File: config.mk
export PLATFORM = sky130hd
export DESIGN_NAME = scancode_to_ascii_fifo_core
export DESIGN_NICKNAME = d
export VERILOG_FILES = /design/src/sv/sc2a_pkg.sv /design/src/sv/scancode_to_ascii_fifo_core.sv /design/src/sv/sc2a_keymap.sv
export SDC_FILE = /design/constraint.sdc
export NUM_CORES = 1
export LEC_CHECK = 0
export BUFFER_PORTS_ARGS = -buffer_cell sky130_fd_sc_hd__buf_2
export CORE_MARGIN = 3
export CORE_UTILIZATION = 57
export DETAILED_ROUTE_END_ITERATION = 10
export PLACE_DENSITY = 0.85
export RECOVER_POWER = 100
export SLEW_MARGIN = 20
export SYNTH_ARGS = -nofsm -noshare
export SYNTH_HDL_FRONTEND = slang
export SYNTH_SLANG_ARGS = --single-unit
File: constraint.sdc
create_clock -name i_clk -period 4.8 [get_ports i_clk]
set_input_delay 0.72 -clock i_clk [delete_from_list [all_inputs] [get_ports i_clk]]
set_output_delay 0.72 -clock i_clk [all_outputs]
set_load 0.03 [all_outputs]
File: src/sv/sc2a_pkg.sv
// Shared constants, types and key tables for the scancode-to-ASCII queue.
`default_nettype none

package sc2a_pkg;

    localparam int QUEUE_SIZE = 64;
    localparam int PTR_W      = $clog2(QUEUE_SIZE);
    localparam int CHAR_W     = 7;
    localparam int CODE_W     = 7;
    localparam int TABLE_LEN  = 58;
    localparam int TAB_IDX_W  = $clog2(TABLE_LEN);

    localparam logic [CODE_W-1:0] SC_SHIFT_L   = 7'h2A;
    localparam logic [CODE_W-1:0] SC_SHIFT_R   = 7'h36;
    localparam logic [CODE_W-1:0] SC_CTRL      = 7'h1D;
    localparam logic [CODE_W-1:0] SC_ALT       = 7'h38;
    localparam logic [CODE_W-1:0] SC_CAPS_LOCK = 7'h3A;

    localparam logic OP_SCANCODE = 1'b0;
    localparam logic OP_READ     = 1'b1;

    localparam logic [CHAR_W-1:0] PLAIN_TAB [TABLE_LEN] = '{
        7'h00, 7'h1B, 7'h31, 7'h32, 7'h33, 7'h34, 7'h35, 7'h36, 7'h37, 7'h38,
        7'h39, 7'h30, 7'h2D, 7'h3D, 7'h08,
        7'h09, 7'h71, 7'h77, 7'h65, 7'h72, 7'h74, 7'h79, 7'h75, 7'h69, 7'h6F,
        7'h70, 7'h5B, 7'h5D, 7'h0A,
        7'h00, 7'h61, 7'h73, 7'h64, 7'h66, 7'h67, 7'h68, 7'h6A, 7'h6B, 7'h6C,
        7'h3B, 7'h27, 7'h60,
        7'h00, 7'h5C, 7'h7A, 7'h78, 7'h63, 7'h76, 7'h62, 7'h6E, 7'h6D, 7'h2C,
        7'h2E, 7'h2F, 7'h00, 7'h2A, 7'h00, 7'h20
    };

    localparam logic [CHAR_W-1:0] UPPER_TAB [TABLE_LEN] = '{
        7'h00, 7'h1B, 7'h21, 7'h40, 7'h23, 7'h24, 7'h25, 7'h5E, 7'h26, 7'h2A,
        7'h28, 7'h29, 7'h5F, 7'h2B, 7'h08,
        7'h09, 7'h51, 7'h57, 7'h45, 7'h52, 7'h54, 7'h59, 7'h55, 7'h49, 7'h4F,
        7'h50, 7'h7B, 7'h7D, 7'h0A,
        7'h00, 7'h41, 7'h53, 7'h44, 7'h46, 7'h47, 7'h48, 7'h4A, 7'h4B, 7'h4C,
        7'h3A, 7'h22, 7'h7E,
        7'h00, 7'h7C, 7'h5A, 7'h58, 7'h43, 7'h56, 7'h42, 7'h4E, 7'h4D, 7'h3C,
        7'h3E, 7'h3F, 7'h00, 7'h2A, 7'h00, 7'h20
    };

    typedef struct packed {
        logic shift;
        logic ctrl;
        logic alt;
        logic caps;
    } t_mods;

    typedef struct packed {
        t_mods             mods;
        logic              push;
        logic [CHAR_W-1:0] ch;
    } t_key_upd;

    // Map a key code to its character; codes past the table give zero.
    function automatic logic [CHAR_W-1:0] key_char(input logic [CODE_W-1:0] code,
                                                   input logic upper);
        logic [TAB_IDX_W-1:0] idx;
        idx = code[TAB_IDX_W-1:0];
        if (code >= CODE_W'(TABLE_LEN)) begin
            return '0;
        end
        return upper ? UPPER_TAB[idx] : PLAIN_TAB[idx];
    endfunction

    function automatic logic [PTR_W-1:0] ptr_inc(input logic [PTR_W-1:0] p);
        return (p == PTR_W'(QUEUE_SIZE - 1)) ? '0 : p + 1'b1;
    endfunction

endpackage

`default_nettype wire

File: src/sv/scancode_to_ascii_fifo_core.sv
// Top level: set-1 scancode decoder feeding a character queue held in a RAM.
// Throughput: one word per cycle while the output is not stalled; the queue RAM
// takes one write or one read per word, and its read data is registered.
// Reset (synchronous, active low) clears modifier flags, queue pointers and
// pipeline valids; queue contents are not cleared.
`default_nettype none

module scancode_to_ascii_fifo_core (
    input  wire logic        i_clk,
    input  wire logic        i_rst_n,
    input  wire logic        i_s_tvalid,
    output logic             o_s_tready,
    input  wire logic [7:0]  i_s_tdata,   // [7:0] scancode
    input  wire logic [0:0]  i_s_tuser,   // [0] opcode
    output logic             o_m_tvalid,
    input  wire logic        i_m_tready,
    output logic [15:0]      o_m_tdata,   // [6:0] character, [7] queue_nonempty,
                                          // [8] shift_held, [9] ctrl_held,
                                          // [10] alt_held, [15:11] zero
    output logic [0:0]       o_m_tuser    // [0] char_valid
);
    import sc2a_pkg::*;

    logic [CHAR_W-1:0] r_store [QUEUE_SIZE];

    t_mods             r_mods, n_mods;
    logic [PTR_W-1:0]  r_rptr, n_rptr;
    logic [PTR_W-1:0]  r_wptr, n_wptr;
    t_key_upd          upd;

    logic              accept;
    logic              is_read;
    logic              do_pop;
    logic              do_push;
    logic              s1_adv;

    logic              r_s1_valid;
    logic              r_s1_pop;
    logic              r_s1_nonempty;
    t_mods             r_s1_mods;
    logic [CHAR_W-1:0] r_rd_data;

    logic              r_out_valid;
    logic [15:0]       r_out_data;
    logic              r_out_user;

    sc2a_keymap u_keymap (
        .i_scancode (i_s_tdata),
        .i_mods     (r_mods),
        .o_upd      (upd)
    );

    assign s1_adv     = !r_out_valid || i_m_tready;
    assign o_s_tready = !r_s1_valid || s1_adv;
    assign accept     = i_s_tvalid && o_s_tready;
    assign is_read    = (i_s_tuser[0] == OP_READ);

    assign do_pop  = is_read && (r_rptr != r_wptr);
    assign do_push = !is_read && upd.push && (ptr_inc(r_wptr) != r_rptr);

    always_comb begin
        n_mods = r_mods;
        n_rptr = r_rptr;
        n_wptr = r_wptr;
        if (accept) begin
            if (!is_read) begin
                n_mods = upd.mods;
            end
            if (do_pop) begin
                n_rptr = ptr_inc(r_rptr);
            end
            if (do_push) begin
                n_wptr = ptr_inc(r_wptr);
            end
        end
    end

    // Queue RAM: write on push, registered read on pop.
    always_ff @(posedge i_clk) begin
        if (accept && do_push) begin
            r_store[r_wptr] <= upd.ch;
        end
        if (accept && do_pop) begin
            r_rd_data <= r_store[r_rptr];
        end
    end

    always_ff @(posedge i_clk) begin
        if (!i_rst_n) begin
            r_mods      <= '0;
            r_rptr      <= '0;
            r_wptr      <= '0;
            r_s1_valid  <= 1'b0;
            r_out_valid <= 1'b0;
        end else begin
            r_mods <= n_mods;
            r_rptr <= n_rptr;
            r_wptr <= n_wptr;
            if (accept) begin
                r_s1_valid <= 1'b1;
            end else if (s1_adv) begin
                r_s1_valid <= 1'b0;
            end
            if (s1_adv) begin
                r_out_valid <= r_s1_valid;
            end
        end
    end

    // Stage payloads
    always_ff @(posedge i_clk) begin
        if (accept) begin
            r_s1_pop      <= do_pop;
            r_s1_nonempty <= (n_rptr != n_wptr);
            r_s1_mods     <= n_mods;
        end
        if (s1_adv && r_s1_valid) begin
            r_out_user <= r_s1_pop;
            r_out_data <= {5'b0, r_s1_mods.alt, r_s1_mods.ctrl, r_s1_mods.shift,
                           r_s1_nonempty, r_s1_pop ? r_rd_data : CHAR_W'(0)};
        end
    end

    assign o_m_tvalid   = r_out_valid;
    assign o_m_tdata    = r_out_data;
    assign o_m_tuser[0] = r_out_user;

endmodule

`default_nettype wire

File: src/sv/sc2a_keymap.sv
// Scancode decoder: modifier tracking and character lookup.
`default_nettype none

module sc2a_keymap (
    input  wire logic [7:0]       i_scancode,
    input  wire sc2a_pkg::t_mods  i_mods,
    output sc2a_pkg::t_key_upd    o_upd
);
    import sc2a_pkg::*;

    logic              rel;
    logic [CODE_W-1:0] code;
    logic [CHAR_W-1:0] ch;

    assign rel  = i_scancode[7];
    assign code = i_scancode[CODE_W-1:0];
    assign ch   = key_char(code, i_mods.shift ^ i_mods.caps);

    always_comb begin
        o_upd.mods = i_mods;
        o_upd.push = 1'b0;
        o_upd.ch   = ch;
        priority if (code == SC_SHIFT_L || code == SC_SHIFT_R) begin
            o_upd.mods.shift = !rel;
        end else if (code == SC_CTRL) begin
            o_upd.mods.ctrl = !rel;
        end else if (code == SC_ALT) begin
            o_upd.mods.alt = !rel;
        end else if (code == SC_CAPS_LOCK) begin
            // toggle on press, drop release
            if (!rel) begin
                o_upd.mods.caps = !i_mods.caps;
            end
        end else begin
            o_upd.push = !rel && (ch != '0);
        end
    end

endmodule

`default_nettype wire
# Word-level counts from Yosys, hierarchy flattened
# Memory sizes are Yosys's and may differ from the RTL's. A register that Yosys moved wholly into a read port is not among the register bits.
# Cells that the tools add are included.
classes:
  add_sub_neg: 2
  order_cmp: 2
  n_eq_ne: 10
  mux: 29
  bitwise: 7
  reduce_logical: 19
op_table:
  columns: ["op", "n"]
  rows:
  - ["$mux 7", 7]
  - ["$mux 6", 6]
  - ["$eq 7x6->1 const B", 4]
  - ["$ne 6x6->1", 3]
  - ["$add 6x1->6 const B", 2]
  - ["$eq 6x6->1 const B", 2]
  - ["$mux 4", 3]
  - ["$mux 1", 11]
  - ["$logic_and 1x1->1", 8]
  - ["$eq 7x5->1 const B", 1]
  - ["$ge 7x6->1 const B", 1]
  - ["$ge 7x7->1 const B", 1]
  - ["$not 6->7", 1]
  - ["$reduce_and 7->1", 1]
  - ["$reduce_bool 7->1", 1]
  - ["$logic_not 1->1", 5]
  - ["$not 1->1", 5]
  - ["$logic_or 1x1->1", 3]
  - ["$mux 3", 1]
  - ["$mux 2", 1]
  - ["$reduce_bool 2->1", 1]
  - ["$xor 1x1->1", 1]
totals:
  reg_bits: 35
  mem_bits_rw: 448
  romBits: 896
  in_bits: 13
  out_inout_bits: 19
  word_cells: 88
  memories: 3
mem_list:
  columns: ["memory", "depth", "width", "read_ports", "rd_ports_with_merged_regs", "write_ports", "line", "rtl"]
  rows:
  - ["(no name shown)", 64, 7, 1, 0, 0, "sc2a_pkg.sv:65", "return upper ? UPPER_TAB[idx] : PLAIN_TAB[idx];"]
  - ["(no name shown)", 64, 7, 1, 0, 0, "sc2a_pkg.sv:65", null]
  - ["r_store", 64, 7, 1, 1, 1, "scancode_to_ascii_fifo_core.sv:24", "logic [CHAR_W-1:0] r_store [QUEUE_SIZE];"]

# Longest topological paths before layout
# Gate-level depths: netlist of the first run.
logic_depth:
  word_depth: 17
  mapped_depth: 14
  mapped_depth_nobuf: 12

# By module
# A second synthesis of the first run with hierarchy kept.
hier_totals:
  cells_unflattened: 1253
  area_unflattened_um2: 21067.7
modules_own_cells:
  columns: ["mod", "instances", "cells_per_inst", "area_each_um2", "seq_area_each_um2"]
  rows:
  - ["scancode_to_ascii_fifo_core", 1, 1048, 19635.1, 14533.9]
  - ["sc2a_keymap", 1, 205, 1432.6, 0.0]

# Worst setup path before layout of the first run
# Ideal clock, no wire load.
synth_path:
  path_type: "in2reg"
  from: "in i_s_tdata[0]"
  to: "mem r_store[56][0], enable pin"
  setup_ns: 0.360
  t_arrival_ns: 4.772
  required_time_ns: 4.440
  path_slack_ns: -0.333
  path_stages: 13
  n_path_buf: 3
  path_cell_list: "buf_2 inv_1 ha_1 nand3_1 o21ai_0 nand3_1 a311oi_2 a21oi_1 a41o_1 buf_6 or4_1 clkbuf_1 nor2_1"
synth_between:
  elab_chain_len: 17
  elab_cells_between_ends: 28
  classes_between: "1 x order compare; 5 x eq/ne; 13 x mux; 1 x bitwise; 6 x reduce/logical; 2 x memory"
synth_lines:
  columns: ["element", "line", "rtl"]
  rows:
  - ["start: declaration", "scancode_to_ascii_fifo_core.sv:13", "input wire logic [7:0] i_s_tdata,"]
  - ["$not 6->7 (implied by the code)", "sc2a_pkg.sv:65", null]
  - ["$mem_v2 64x7", null, null]
  - ["$mux 7 (implied by the code) (2 in series)", "sc2a_pkg.sv:65", null]
  - ["$mux 7", "sc2a_pkg.sv:65", null]
  - ["$mux 7 (*)", "sc2a_pkg.sv:65", null]
  - ["named net u_keymap.ch[6]", "sc2a_keymap.sv:13", "logic [CHAR_W-1:0] ch;"]
  - ["$reduce_bool 7->1 (*)", "sc2a_keymap.sv:35", "o_upd.push = !rel && (ch != '0);"]
  - ["$logic_and 1x1->1 (*)", "sc2a_keymap.sv:35", null]
  - ["$mux 1 (*)", "sc2a_keymap.sv:29", "end else if (code == SC_CAPS_LOCK) begin"]
  - ["$mux 2 (*)", "sc2a_keymap.sv:27", "end else if (code == SC_ALT) begin"]
  - ["$mux 3 (*)", "sc2a_keymap.sv:25", "end else if (code == SC_CTRL) begin"]
  - ["$mux 4 (*)", "sc2a_keymap.sv:23", "priority if (code == SC_SHIFT_L || code == SC_SHIFT_R) begin"]
  - ["$logic_and 1x1->1 (*) (2 in series)", "scancode_to_ascii_fifo_core.sv:59", "assign do_push = !is_read && upd.push && (ptr_inc(r_wptr) != r_rptr);"]
  - ["$logic_and 1x1->1 (*)", "scancode_to_ascii_fifo_core.sv:80", "if (accept && do_push) begin"]
  - ["$mux 1 (*)", "scancode_to_ascii_fifo_core.sv:80", null]
  - ["$mux 1 (implied by the code) (*)", "scancode_to_ascii_fifo_core.sv:81", "r_store[r_wptr] <= upd.ch;"]
  - ["end: declaration", "scancode_to_ascii_fifo_core.sv:24", null]
# The timed path passes the listed nets; every way through them passes the cells marked *. The select of a mux whose other input is x is not followed.

# Final worst setup path of the first run
layout_path:
  from: "in i_s_tdata[0]"
  to: "mem r_store[7][2], data pin"
layout_between:
  elab_chain_len: 6
  elab_cells_between_ends: 11
  classes_between: "1 x order compare; 7 x mux; 1 x bitwise; 2 x memory"
layout_lines:
  columns: ["element", "line"]
  rows:
  - ["$not 6->7 (implied by the code)", "sc2a_pkg.sv:65"]
  - ["$mem_v2 64x7", null]
  - ["$mux 7 (implied by the code) (2 in series)", "sc2a_pkg.sv:65"]
  - ["$mux 7", "sc2a_pkg.sv:65"]
  - ["$mux 7 (*)", "sc2a_pkg.sv:65"]
  - ["named net u_keymap.ch[2]", "sc2a_keymap.sv:13"]
# Marks and branches as above.

==> results of run 1 <==
==> synthesized netlist by cell type, types with 3 or more instances <==
cell type,n,area [µm²]
o21a_1,4,30.0
mux2i_1,6,60.1
a311oi_1,3,26.3
nand4_1,6,37.5
nand3_1,16,80.1
a21oi_1,22,110
xnor2_1,8,70.1
or2_1,3,18.8
ha_1,14,175
or3_1,7,43.8
and3_1,3,18.8
a21boi_0,4,30.0
o2111ai_1,3,26.3
edfxtp_1,472,14200
o221ai_1,4,35.0
a31oi_1,9,56.3
buf_6,4,45.0
inv_1,10,37.5
nor2b_1,12,75.1
nand2b_1,12,75.1
dfxtp_1,18,360
o32ai_1,3,26.3
o211ai_1,3,22.5
buf_2,17,85.1
nor3_1,11,55.1
o31ai_1,3,22.5
o21ai_1,3,15.0
nand2_1,32,120
buf_1,17,63.8
inv_2,3,11.3
o21ai_0,19,95.1
mux4_2,149,3360
or3b_2,3,26.3
a211oi_2,3,37.5
xor2_1,12,105
and2_1,20,125
nand3b_1,8,60.1
buf_4,8,60.1
nor2_1,71,267
clkbuf_1,29,109
==> metal layers <==
layer  GRT usage, %  vias to the layer above
li1               -                     4627
met1           35.4                     5815
met2           40.7                      741
met3           5.42                      166
met4           9.40                        8
met5              0                        -
==> worst max path at each step <==
stage | start | endpoint | slack [ps] | cells after the start
after floorplan | i_s_tdata[0] | r_store[56][0] | 50 | 13
after global placement | i_s_tdata[0] | r_s1_nonempty | 430 | 14
after global routing | i_s_tdata[0] | r_store[6][2] | 280 | 9
after CTS | r_wptr[0] | r_store[40][0] | 760 | 10
after detailed placement | i_s_tdata[0] | r_s1_nonempty | 280 | 14
final | i_s_tdata[0] | r_store[7][2] | 410 | 9
==> kinds of logic after synthesis <==
logic type | after synthesis | share of synthesized area, %
AO/OA/AOI/OAI | 107 | 3.71
XOR/XNOR | 23 | 1.08
adder cells (fa/ha/maj) | 14 | 0.846
buffers and inverters | 88 | 1.99
flip-flops | 490 | 70.2
multiplexers | 156 | 16.5
other | 1 | 0.0181
AND/OR/NAND/NOR | 222 | 5.65
==> power breakdown <==
group          total (µW)  switching [µW]  internal (µW)  leakage, µW
Combinational         369             260            108      0.00182
Sequential           4760            13.1           4740      0.00451
Clock                3660            1570           2090     0.000745
Total                8780            1840           6940      0.00708
==> worst register-to-register path, stage by stage (launching register included) <==
cell      delay (ps)
dfxtp_1          710
ha_1             420
a21oi_1          130
o21a_1           230
or3_1            300
a21oi_1          230
a31o_2           200
a41o_1           440
clkbuf_1         380
nor3_1           100
a21oi_1          270
xor2_1           110
or4_1            520
==> final cells by class <==
class | instances | area (µm²)
repair buffers | 99 | 479
fillers | 2275 | 12800
diodes | 1 | 2.50
clock buffers | 58 | 1260
multi-input cells | 527 | 5730
well taps | 461 | 577
inverters | 13 | 48.8
clock inverters | 28 | 262
flip-flops and latches | 490 | 14500
==> flip-flops by register name, summed over array words and instances, names as in the netlist <==
name           count
o_m_tvalid         1
r_store          448
r_s1_nonempty      1
r_rd_data          7
r_wptr             6
o_m_tuser          1
r_rptr             6
r_mods             4
r_s1_pop           1
r_s1_valid         1
o_m_tdata         11
r_s1_mods          3
==> per-stage QoR <==
stage | util (%) | setup slack [ps] | std cells | area, µm² | hold WS, ps
floorplan | - | 51.7 | 1105 | 20700 | 400
CTS | 65.1 | 756 | 1676 | 23200 | 405
detailed placement | 60.8 | 284 | 1590 | 21700 | 406
global placement | 60.8 | 425 | 1590 | 21700 | 403
global route | 64.2 | 280 | 1677 | 22900 | 427
finish | 64.2 | 408 | 1677 | 22900 | 420
==> impl_results.md, run 1 <==
- Die Y-Extent: about 200 µm
- Leakage power figure: 0.00708 µW
- Min-Delay Startpoint: r_s1_mods[3]
- Count of flip-flops with a built-in enable after synthesis: 472
- Detailed-routing iteration count for the pre-antenna-repair pass: 6
- Number of synthesized register bits: between 400 and 500
- H-tree depth: 2
- Number of buffers added by the clock tree synthesis step: 47
- Fin. max-slew vios: 37
- CP required: between 5000 and 6000 ps
- CTS Hold Bufs: 0
- Most common cell after layout, fill and taps aside: edfxtp_1
- Endpoint kind of the worst setup timing path: flip-flop
- Detailed-routing wirelength on met1: roughly 18000 µm
- Reg2Reg Setup Slack: 500 ps
- Normalized max-slew margin: -60.4%
- Category of the critical setup timing path: in2reg
- Failing checks: max-capacitance violations, max-slew violations
- Post-route minimum period: 4390 ps
- P&R area growth vs syn: 10.5%
- Maximum clock path buffer count: 3
- Layout Nets: ~1.2k
- Async SR Flop Fraction: 0%
- Port-buffer cells: 26
- Number of core rows: between 60 and 70
- Routed wire per std cell: approximately 29 µm
- Number of distinct standard cells referenced by the synthesized netlist: 79
- Final wirelength: between 40000 and 50000 µm
- Worst ir drop on vdd: about 0.29 mV
- Main synth FF type: edfxtp_1
- Initial standard-cell utilization of the core: 58.1%
- Register area share after synthesis: between 70% and 80%
- Critical-path cell list: buf_2, inv_1, ha_1, o21a_1, a311oi_1, a311oi_1, o21ai_0, and2_0, clkbuf_2
- Met3 wire length: between 4000 and 5000 µm
- Global-route wire length before repair: around 73000 µm
- Count of antenna-violating nets left after detailed routing: 0
- Initial DRC count: 1561
- Avg Inst Size Synth: between 15 and 20 µm²
- Wire length on met2: 23800 µm
- Antenna violations before repair: 5
- Sink Count: 490
- Post-Syn Instances: ~1.1k
- Overall Global Routing Usage: between 20% and 30%
- Endpoint of the lowest-slack register-to-register path: r_s1_nonempty
- Hold Vio Cnt, Final: 0
- Die extent in x: a little under 200 µm
- Cell mode on critical path: a311oi_1
- Outcome: complete, but fails checks
- Fraction of final layout cells with drive strength greater than 1: 22.9%
- Hold path endpoint: o_m_tdata[8]
- Setup repair after global routing missed its margin: false
- Setup TNS: 0 ps
- Upper clock frequency limit: approximately 230 MHz
- Last weighted congestion value of the routability-driven placer: 0.940
- Core region area: roughly 36000 µm²
- Worst endpoint data arrival time: 4720 ps
- Via count of the first global-routing pass: between 10k and 15k
- Worst Tran Pin Value: 2400 ps
- Hold Path Depth: 0
- Skew-Pair Late Insertion Delay: around 560 ps
- Crit share post-route: between 90 and 100%
- Die area: 38700 µm²
- R2r worst-path depth: 12
- Hpwl dp: 28600 µm
- Vias after detailed routing: around 11k
- CP bufs+invs: 3
- Worst clock skew on the final layout: a little over 10 ps
- Cell at the root of the clock tree: clkbuf_16
- Power density over the cells: 384 nW/µm²
- Library cell contributing the largest single delay on the critical path: and2_0
- Topmost layer with routed signal wires: met5
- FF-to-FF Start: r_wptr[0]
- Setup repair bufs after CTS: 0
- Total power draw: slightly below 9000 µW
- I/O pins: 32
- Max-capacitance violation count: 1
- Post_cts resized: 0
- Max incr delay on CP: roughly 1800 ps
- Launching element type of the critical path: input pin
- CTS tree: done
- Post-detailed-route via-to-cell ratio: 6.77
- Netlist Area Pre-Place: between 20000 and 25000 µm²
- Top library cells by usage in the layout, fill and taps aside: edfxtp_1, mux4_2, nor2_1, clkbuf_1, clkbuf_16
- Path category of the worst min-delay check: reg2reg
- Pin count of the biggest net entering global routing: 91
- Number of setup violations in the final report: 0
- Yosys warning total: 0
- DRC violations left: 0
- Total congestion overflow after global routing: 0
- Kind of cell with the highest combined delay on the critical path: simple AND/OR/NAND/NOR gates
- Clock edge transition at the registers on the reported setup and hold paths: ~60 ps
- Crit Path Max Fanout: 36
No activity file was read; power rests on OpenSTA's default activity.
==> inputs of run 2 (changes only) <==
Settings changed: CORE_UTILIZATION 57 to 59, PLACE_DENSITY 0.85 to 0.84.
Clock period 4.8 ns to 4.4 ns, I/O delays scaled along.
==> impl_results.md, run 2 (synthesis gave the netlist of run 1 again) <==
- DRC violations left: 0
- Routed wire per std cell: approximately 29 µm
- Antenna fix cells: 0
- Register bank with the most flops: r_store
- Cell-internal power: about 7600 µW
- Post_cts resized: 0
- Post-detailed-route via-to-cell ratio: around 6.7
- Launching element type of the critical path: input pin
- Number of setup violations in the final report: 0
- Maximum clock path buffer count: 3
- Area after DPL: around 22000 µm²
- Port-buffer cells: 26
- Fraction of final layout cells with drive strength greater than 1: 24.5%
- Fin. max-slew vios: between 100 and 150
- Max-capacitance violation count: 3
- Core region area: between 30000 and 40000 µm²
- Part of the power in combinational logic: roughly 4.4%
- Antenna violations before repair: 0
- Die area: between 30000 and 40000 µm²
- Initial DRC count: about 1.5k
- Count of antenna-violating nets left after detailed routing: 0
- Number of buffers added by the clock tree synthesis step: 48
- Vias after detailed routing: between 10k and 15k
- Setup TNS: 0 ps
- Outcome: complete, but fails checks
- Skew-Pair Late Insertion Delay: roughly 580 ps
- Hold Vio Cnt, Final: 0
- Category of the critical setup timing path: in2reg
- Normalized max-slew margin: -41.1%
- Worst ir drop on vdd: about 0.38 mV
- CTS Hold Bufs: 0
- Final standard cell area without fillers: about 23000 µm²
- Register share of total power: roughly 54%
- Endpoint kind of the worst setup timing path: flip-flop
- Crit Path Max Fanout: 14
- Hpwl dp: about 30000 µm
- CP required: ~4700 ps
- Setup repair after global routing missed its margin: false
- Total congestion overflow after global routing: 0
- Upper clock frequency limit: 242 MHz
- Via count of the first global-routing pass: ~12k
- CTS tree: done
- Sw Share: between 20% and 30%
- Overall Global Routing Usage: 26.3%
- Power density over the cells: between 400 and 500 nW/µm²
- Failing checks: max-capacitance violations, max-slew violations
- Last weighted congestion value of the routability-driven placer: 0.916
- Leakage power figure: ~0.0073 µW
- Max reg flops: approximately 450
- Switching component of the power: approximately 2000 µW
- Layout Nets: 1234
- Detailed-routing iteration count for the pre-antenna-repair pass: 6
- Post-layout util: approximately two thirds
- Sink Count: a little under 500
- Final wirelength: between 40000 and 50000 µm
- Clock share of power: 41.6%
- Die extent in x: approximately 190 µm
- Clock edge transition at the registers on the reported setup and hold paths: approximately 60 ps
- Die Y-Extent: between 150 and 200 µm
- Worst clock skew on the final layout: about 28 ps
- Finished Layout Cells: ~1.7k
- Pin count of the biggest net entering global routing: 79
- I/O pins: 32
- H-tree depth: 2
- Cell at the root of the clock tree: clkbuf_16
- Crit share post-route: a little over nine tenths
- Post-route minimum period: between 4000 and 5000 ps
- Path category of the worst min-delay check: in2reg
- Placed cells: ~1.6k
- Top library cells by usage in the layout, fill and taps aside: edfxtp_1, mux4_2, nor2_1, clkbuf_1, clkbuf_16
- Worst hold slack: 380 ps
- P&R area growth vs syn: 11.8%
- Worst Tran Pin Value: approximately 2100 ps
- Number of core rows: 67
- Worst endpoint data arrival time: 4400 ps
- Most common cell after layout, fill and taps aside: edfxtp_1
- Initial standard-cell utilization of the core: 60.9%
- Setup repair bufs after CTS: 0
- Global-route wire length before repair: 74400 µm
## run 2: area by class of cell
class | instances | area (µm²)
clock buffers | 56 | 1230
clock inverters | 29 | 288
fillers | 2107 | 10900
inverters | 13 | 48.8
multi-input cells | 527 | 5730
flip-flops and latches | 490 | 14500
well taps | 448 | 561
repair buffers | 127 | 767
## run 2: path summary, 6_finish.rpt
kind           startpoint        endpoint  slack [ps]  cells after the start
max          i_s_tdata[1]  r_store[50][1]         260                     13
min            i_s_tvalid      r_s1_valid         380                      3
max reg2reg     r_wptr[1]   r_s1_nonempty         320                     11
min reg2reg  r_s1_mods[3]    o_m_tdata[8]         440                      0
## run 2: through the flow
| step | worst slack (ps) | total power (µW) |
|---|---|---|
| floorplan | 47.6 | 5550 |
| global route | 144 | 9830 |
| finish | 263 | 9590 |
| detailed placement | 171 | 5710 |
| CTS | 487 | 9650 |
| global placement | 242 | 5690 |
## run 2: worst max-delay path, stage by stage
cell      delay, ps
buf_2           250
inv_1           250
ha_1            440
o211a_1         250
o311a_1         340
a211oi_1        360
a21oi_2         120
a41o_1          440
nor2_1          290
nand3b_1        200
clkbuf_1        240
nor2_1          280
clkbuf_2        270
## run 2: metal layers
layer	vias to the layer above	global-route usage [%]	routed length [µm]
met5	-	0	0
met4	0	8.87	2060
met3	155	5.43	4810
met2	794	43.6	24500
met1	5708	35.5	17600
li1	4692	-	-
## run 2: power groups by stage
| stage | sequential, µW | clock, µW | combinational [µW] |
|---|---|---|---|
| 3_5_place_dp | 5270 | 0 | 431 |
| 2_1_floorplan | 5290 | 0 | 264 |
| 6_report | 5180 | 3990 | 424 |
| 3_3_place_gp | 5270 | 0 | 418 |
| 5_1_grt | 5180 | 4200 | 454 |
| 4_1_cts | 5180 | 4040 | 436 |
